<file path="config.mk">
export PLATFORM = sky130hd
export DESIGN_NAME = nlbm_ctrl
export DESIGN_NICKNAME = d
export VERILOG_FILES = /design/src/hw/rtl/nlbm_pkg.sv /design/src/hw/rtl/nlbm_ctrl.sv
export SDC_FILE = /design/constraint.sdc
export NUM_CORES = 1
export LEC_CHECK = 0
export ABC_CLOCK_PERIOD_IN_PS = 1650
export BUFFER_PORTS_ARGS = -buffer_cell sky130_fd_sc_hd__buf_2
export CORE_AREA = 2 2 39 41
export CTS_CLUSTER_DIAMETER = 100
export DETAILED_ROUTE_END_ITERATION = 16
export DIE_AREA = 0 0 41 43
export GPL_ROUTABILITY_DRIVEN = 0
export SYNTH_ARGS = -nofsm -noshare
export SYNTH_HDL_FRONTEND = slang
export SYNTH_SLANG_ARGS = --single-unit
</file>
<file path="constraint.sdc">
create_clock -name clk -period 1.65 [get_ports clk]
set_clock_uncertainty 0.15 [all_clocks]
set_input_delay 0 -clock clk [delete_from_list [all_inputs] [get_ports clk]]
set_output_delay 0 -clock clk [all_outputs]
set_load 0.01 [all_outputs]
</file>
<file path="src/hw/rtl/nlbm_pkg.sv">
`default_nettype none

package nlbm_pkg;

    // defaults for the top level parameters
    localparam int MAX_SEGMENTS_DEF        = 16;
    localparam int LOGICAL_PER_SEGMENT_DEF = 1000;

    // fixed flash geometry
    localparam int PHYS_PER_SEGMENT  = 1024;
    localparam int SECTORS_PER_BLOCK = 256;

    // field and internal widths
    localparam int FLAT_W    = 14;
    localparam int SECTOR_W  = 22;
    localparam int SLOT_W    = 11;
    localparam int BLOCK_W   = 10;
    localparam int SEG_W     = 4;
    localparam int NSEG_W    = 5;
    localparam int CFG_W     = 3;
    localparam int CFG_IDX_W = 1;

    // register indexes
    localparam logic [CFG_IDX_W-1:0] CFG_MODEL_KIND = 1'b0;
    localparam logic [CFG_IDX_W-1:0] CFG_CHIP_COUNT = 1'b1;

    // chip model codes
    localparam logic [1:0] MODEL_TWO_SEG  = 2'd1;
    localparam logic [1:0] MODEL_FOUR_SEG = 2'd2;

    // spare area constants
    localparam logic [SLOT_W-1:0] NO_SLOT     = 11'h7ff;
    localparam logic [15:0]       TAG_MASK    = 16'hf000;
    localparam logic [15:0]       TAG_VALUE   = 16'h1000;
    localparam logic [7:0]        GOOD_MARKER = 8'hff;

    typedef enum logic [1:0] {
        OP_START_SCAN  = 2'd0,
        OP_SCAN_RECORD = 2'd1,
        OP_LOOKUP      = 2'd2,
        OP_VERIFY      = 2'd3
    } op_t;

    typedef enum logic [2:0] {
        ST_ACCEPTED      = 3'd0,
        ST_CACHE_HIT     = 3'd1,
        ST_VERIFY_NEEDED = 3'd2,
        ST_FOUND         = 3'd3,
        ST_NOT_FOUND     = 3'd4
    } status_t;

    typedef enum logic [1:0] {
        S_CLEAR    = 2'd0,
        S_IDLE     = 2'd1,
        S_MAP_READ = 2'd2,
        S_RESULT   = 2'd3
    } state_t;

    typedef struct packed {
        op_t          operation;
        logic [3:0]   segment;
        logic [9:0]   phys_block;
        logic [13:0]  logical_block;
        logic [7:0]   bad_marker;
        logic [15:0]  addr_copy_a;
        logic [15:0]  addr_copy_b;
    } req_t;

    typedef struct packed {
        status_t      status;
        logic [21:0]  phys_sector;
        logic [10:0]  decoded_logical;
    } rsp_t;

    // controller to datapath
    typedef struct packed {
        logic clear_en;
        logic accept;
        logic read_done;
    } cmd_t;

    // datapath to controller
    typedef struct packed {
        logic clear_done;
        logic lookup_miss;
    } sts_t;

    // address field decode: equal tagged copies, or a single bit apart
    // with an even-parity tagged copy
    function automatic logic [SLOT_W-1:0] decode_slot(logic [15:0] a, logic [15:0] b);
        logic [15:0] diff;
        logic        tag_a;
        logic        tag_b;
        logic [SLOT_W-1:0] slot;
        diff  = a ^ b;
        tag_a = (a & TAG_MASK) == TAG_VALUE;
        tag_b = (b & TAG_MASK) == TAG_VALUE;
        if (a == b && tag_a)
            slot = a[11:1];
        else if ((diff & (diff - 16'd1)) != 16'd0)
            slot = NO_SLOT;
        else if (tag_a && !(^a))
            slot = a[11:1];
        else if (tag_b && !(^b))
            slot = b[11:1];
        else
            slot = NO_SLOT;
        return slot;
    endfunction

    // first sector of a flat physical block
    function automatic logic [SECTOR_W-1:0] sector_of(logic [FLAT_W-1:0] flat);
        logic [SECTOR_W:0] prod;
        prod = {{(SECTOR_W + 1 - FLAT_W){1'b0}}, flat} * (SECTOR_W + 1)'(SECTORS_PER_BLOCK);
        return prod[SECTOR_W-1:0];
    endfunction

endpackage

`default_nettype wire

</file>
<file path="src/hw/rtl/nlbm_ctrl.sv">
`default_nettype none

module nlbm_ctrl (
    input  wire logic           clk,
    input  wire logic           rst_n,
    input  wire logic           in_valid,
    output logic                in_ready,
    output logic                out_valid,
    input  wire logic           out_ready,
    input  wire nlbm_pkg::sts_t sts,
    output nlbm_pkg::cmd_t      cmd
);
    import nlbm_pkg::*;

    state_t state_reg;
    state_t state_next;

    // state register
    always_ff @(posedge clk or negedge rst_n)
    begin
        if (!rst_n)
        begin
            state_reg <= S_CLEAR;
        end
        else
        begin
            state_reg <= state_next;
        end
    end

    // next state
    always_comb
    begin
        state_next = state_reg;
        case (state_reg)
            S_CLEAR:
            begin
                if (sts.clear_done)
                    state_next = S_IDLE;
            end
            S_IDLE:
            begin
                if (in_valid)
                    state_next = sts.lookup_miss ? S_MAP_READ : S_RESULT;
            end
            S_MAP_READ:
            begin
                state_next = S_RESULT;
            end
            S_RESULT:
            begin
                if (out_ready)
                    state_next = S_IDLE;
            end
            default:
            begin
                state_next = S_CLEAR;
            end
        endcase
    end

    // outputs
    always_comb
    begin
        in_ready      = 1'b0;
        out_valid     = 1'b0;
        cmd.clear_en  = 1'b0;
        cmd.accept    = 1'b0;
        cmd.read_done = 1'b0;
        case (state_reg)
            S_CLEAR:
            begin
                cmd.clear_en = 1'b1;
            end
            S_IDLE:
            begin
                in_ready   = 1'b1;
                cmd.accept = in_valid;
            end
            S_MAP_READ:
            begin
                cmd.read_done = 1'b1;
            end
            S_RESULT:
            begin
                out_valid = 1'b1;
            end
            default:
            begin
                in_ready = 1'b0;
            end
        endcase
    end

endmodule

`default_nettype wire

</file>
# [Yosys cells after proc, flatten, opt, wreduce, memory -nomap -nowiden]
# Cells that the tools add are included.
[op_classes] add_sub_neg=0 mul=0 div_mod_pow=0 order_cmp=0 n_eq_ne=6 shifts=0 muxes=10 bitwise_logic=0 reduce_logical=2
[ops] operator="$pmux W2 S4" count=1
[ops] operator="$mux W1" count=6
[ops] operator="$mux W2" count=3
[ops] operator="$ne A2 B2 Y1 const B" count=3
[ops] operator="$eq A2 B2 Y1 const B" count=2
[ops] operator="$reduce_and A3 Y1" count=1
[ops] operator="$eq A2 B1 Y1 const B" count=1
[ops] operator="$logic_not A2 Y1" count=1
[word_totals] ff_bits=2 latch_bits=0 ram_bits=0 mem_bits_ro=0 inputBits=6 out_inout_bits=5 elab_cells=19 n_memories=0

# [Longest topological paths before layout]
[depth] word_depth=3 ltp_mapped=5 ltp_nobuf=5

# [Least setup slack after synthesis]
# OpenSTA, ideal clock, no wires.
[synth_timing] path_type="reg-to-reg" from="register state_reg[1]" to="register state_reg[1]" setup_ns=0.127 t_arrival_ns=1.435 required_time_ns=1.373 slack_ns=-0.063 stages_incl_launch_ff=5 path_buffers=0 period_less_slack_ns=1.713 cell_sequence="dfrtp_1 -> inv_1 -> ha_1 -> a222oi_1 -> mux2_1"
[synth_via] elab_chain_len=3 elab_cells_between_ends=9 classes_between="eq/ne: 6; mux: 1; reduce/logical: 2"
[synth_rtl] element="start, declared" line_no="nlbm_ctrl.sv:15" rtl="state_t state_reg;"
[synth_rtl] element="start signal, assigned" line_no="nlbm_ctrl.sv:27" rtl="state_reg <= state_next;"
[synth_rtl] element="$eq A2 B2 Y1 (tied with other cells)" line_no="nlbm_ctrl.sv:35" rtl="case (state_reg)"
[synth_rtl] element="$ne A2 B2 Y1 (no source line)"
[synth_rtl] element="$reduce_and A3 Y1 (no source line)"
# Several ways; a longest one is shown, not always the timed one.
# A chain may end at the register's enable or synchronous reset.

# [Worst setup path in the final report]
# Ends and elaborated chain as after synthesis.

==> results.yml <==
die:
  die_area_mm2: 0.00176
  initial_utilization: 0.124
  row_count: 14
  die_h_um: 43
  io_pins: 11
  core_area_mm2: 0.00138
  fp.dieW_um: 41
clocking:
  cts_tree: "built"
  cts_buffers: 3
  cts.sink_count: 2
  insertion_delay_ns: 0.22
  cts_root_buf: "clkbuf_4"
  cts_buffer_depth: 2
  h-tree-depth: 1
  clkTransAtPathRegs_ns: 0.03
placement:
  post-place-cells: 46
  hpwl_um: 348
  place_area_um2: 289
  pre_cts_ws_ns: -0.0913
  io_buffers: 10
run_status:
  violations: "negative setup slack"
  status: "finished with violations"
global_routing:
  top_usage_layer: "met2"
  met3_usage: 0.0471
  gr-usage-all-layers: 0.0533
  grt_max_degree: 4
  antenna_found_initial: 0
  grt_first_pass_wirelength_um: 586
  grt_overflow: 0
  grt_pass1_vias: 159
  use_met2: 0.0813
  grt_use_met1: 0.0484
timing:
  hold_viol_final: 0
  max_freq_mhz: 604
  post-route-min-period_ns: 1.66
  maxSlewHeadroom: 0.818
  setup_ws_ns: -0.00582
  finalSetupViolCount: 1
  final_max_slew_viol_count: 0
  rsz0062_at_grt: "yes"
  period_share: 1.00
  worst_pin_slew_ns: 0.274
critical_path:
  cp-start-kind: "register"
  critPathRequiredTime_ns: 1.60
  cp_max_fo: 3
  max_stage_delay_ns: 0.37
  path_cells: "inv_2 > ha_4 > a222oi_1 > buf_4 > mux2_4"
  cp-end-kind: "register"
  cpMaxStageDelayCell: "dfrtp_1"
  rr_worst_depth: 5
  worstSetupPathType: "reg -> reg"
  cp.arrival_ns: 1.60
yosys:
  ys_ff_latch: 2
  synthesis.nets: 27
  synth.yosys.seq_area_share: 0.292
  yosysTopAreaCellShare: 0.292
  syn-mean-instance-area_um2: 10.1
  synth_cells: 17
  ys_types: 9
  netlist_area_um2: 171
  synth_top_cell_by_area: "dfrtp_1"
  synth_area_leaders: "dfrtp_1 (29%), ha_1 (29%), inv_1 (11%), mux2_1 (6.6%), a222oi_1 (5.8%)"
  yosysWarnings: 0
routing:
  wl_per_cell_um: 7.92
  ant_nets: 0
  avgViaCountPerCell: 3.60
  dr_total_vias: 187
  wirelength_um: 412
  first_iter_violations: 1
  route.detailed.drc: 0
  first_pass_iters: 4
cells_and_area:
  largest_reg_flops: 2
  final_area_um2: 344
  final_util: 0.249
  layoutNonFillerInstCount: 52
  nets: 48
  multiInputGateArea_um2: 131
  area_delta_synth_final_pct: 101
  num_antenna_cells: 0
  layout_commonest_cell: "buf_2"
  drive_above_1_share: 0.667
  nFillCells: 150
  layout_common_cells: "buf_2 (10), buf_4 (4), inv_1 (3), clkbuf_4 (3)"
  seqCellArea_um2: 51.3
flow_run:
  max-cap-violations: 0
worst_hold_path:
  worst_hold_path.num_cells: 4
  hold_path_class: "in -> reg"
power:
  p_per_area_mw_per_mm2: 1900
  ir_worst_vdd_uv: 490
  p_total_uw: 653
  leakage_uw: 0.000189
==> kinds of logic (layout without fill, tap and decap cells) <==
group | Yosys count | in the layout | share of synthesized area
AOI/OAI and AO/OA | 1 | 1 | 0.0584
muxes | 2 | 2 | 0.124
and+or+nand+nor | 3 | 3 | 0.124
adders and majority gates | 4 | 4 | 0.292
DFF | 2 | 2 | 0.292
buffers and inverters | 5 | 24 | 0.110
==> cell type report <==
class	count	share of cell area
Clock buffer	3	0.0655
Inverter	5	0.0545
Sequential cell	2	0.149
Timing Repair Buffer	16	0.291
Multi-Input combinational cell	10	0.382
Tap cell	16	0.0582
==> per-stage QoR <==
| step | TNS [ns] | hold WS (ns) |
|---|---|---|
| after floorplan | -0.0311 | -0.446 |
| after global placement | -0.126 | -0.360 |
| after detailed placement | -0.0913 | -0.363 |
| after CTS | -0.0536 | 0.0725 |
| after global routing | -0.0887 | 0.0942 |
| final | -0.00582 | 0.0693 |
==> critical path, delay by kind of cell (launching register included) <==
kind,cells,cell delay [ns]
muxes,1,0.29
buffers and inverters,2,0.26
DFF,1,0.37
AOI/OAI and AO/OA,1,0.30
adders and majority gates,1,0.16
==> metal layers <==
metal  routed length (um)  share of wire
met5                    0              0
met4                    0              0
met3                   44           0.11
met2                  196           0.48
met1                  171           0.42
==> cells in the mapped netlist <==
cell      number
a222oi_1       1
and2_2         1
dfrtp_1        2
ha_1           4
inv_1          5
mux2_1         1
mux2i_1        1
nor2b_1        1
nor3b_1        1
==> power breakdown <==
group	internal [uW]	switching, uW
clock network	80.0	25.5
registers	79.3	29.4
logic	254	184
==> final timing paths <==
| check | startpoint | end | slack (ns) |
|---|---|---|---|
| setup reg to reg | state_reg[1]$_DFFE_PN0P_ | state_reg[1]$_DFFE_PN0P_ | -0.006 |
| hold reg to reg | state_reg[1]$_DFFE_PN0P_ | state_reg[1]$_DFFE_PN0P_ | 0.52 |
| hold / removal | sts[0] | state_reg[0]$_DFFE_PN0P_ | 0.07 |
| min in group asynchronous | rst_n | state_reg[0]$_DFFE_PN0P_ | 0.47 |
| setup / recovery | state_reg[1]$_DFFE_PN0P_ | state_reg[1]$_DFFE_PN0P_ | -0.006 |
| max in group asynchronous | rst_n | state_reg[0]$_DFFE_PN0P_ | 0.75 |
==> repair_timing <==
item / 4_1_cts / 5_1_grt
buffers inserted: 1 / 0
gates resized for setup: 1 / 1
endpoints found under the setup margin: 1 / 2
hold buffers: 2 / 0
pin swaps: 1 / 1
endpoints found under the hold margin: 2 / 0
(Power assumes the default switching activity.)
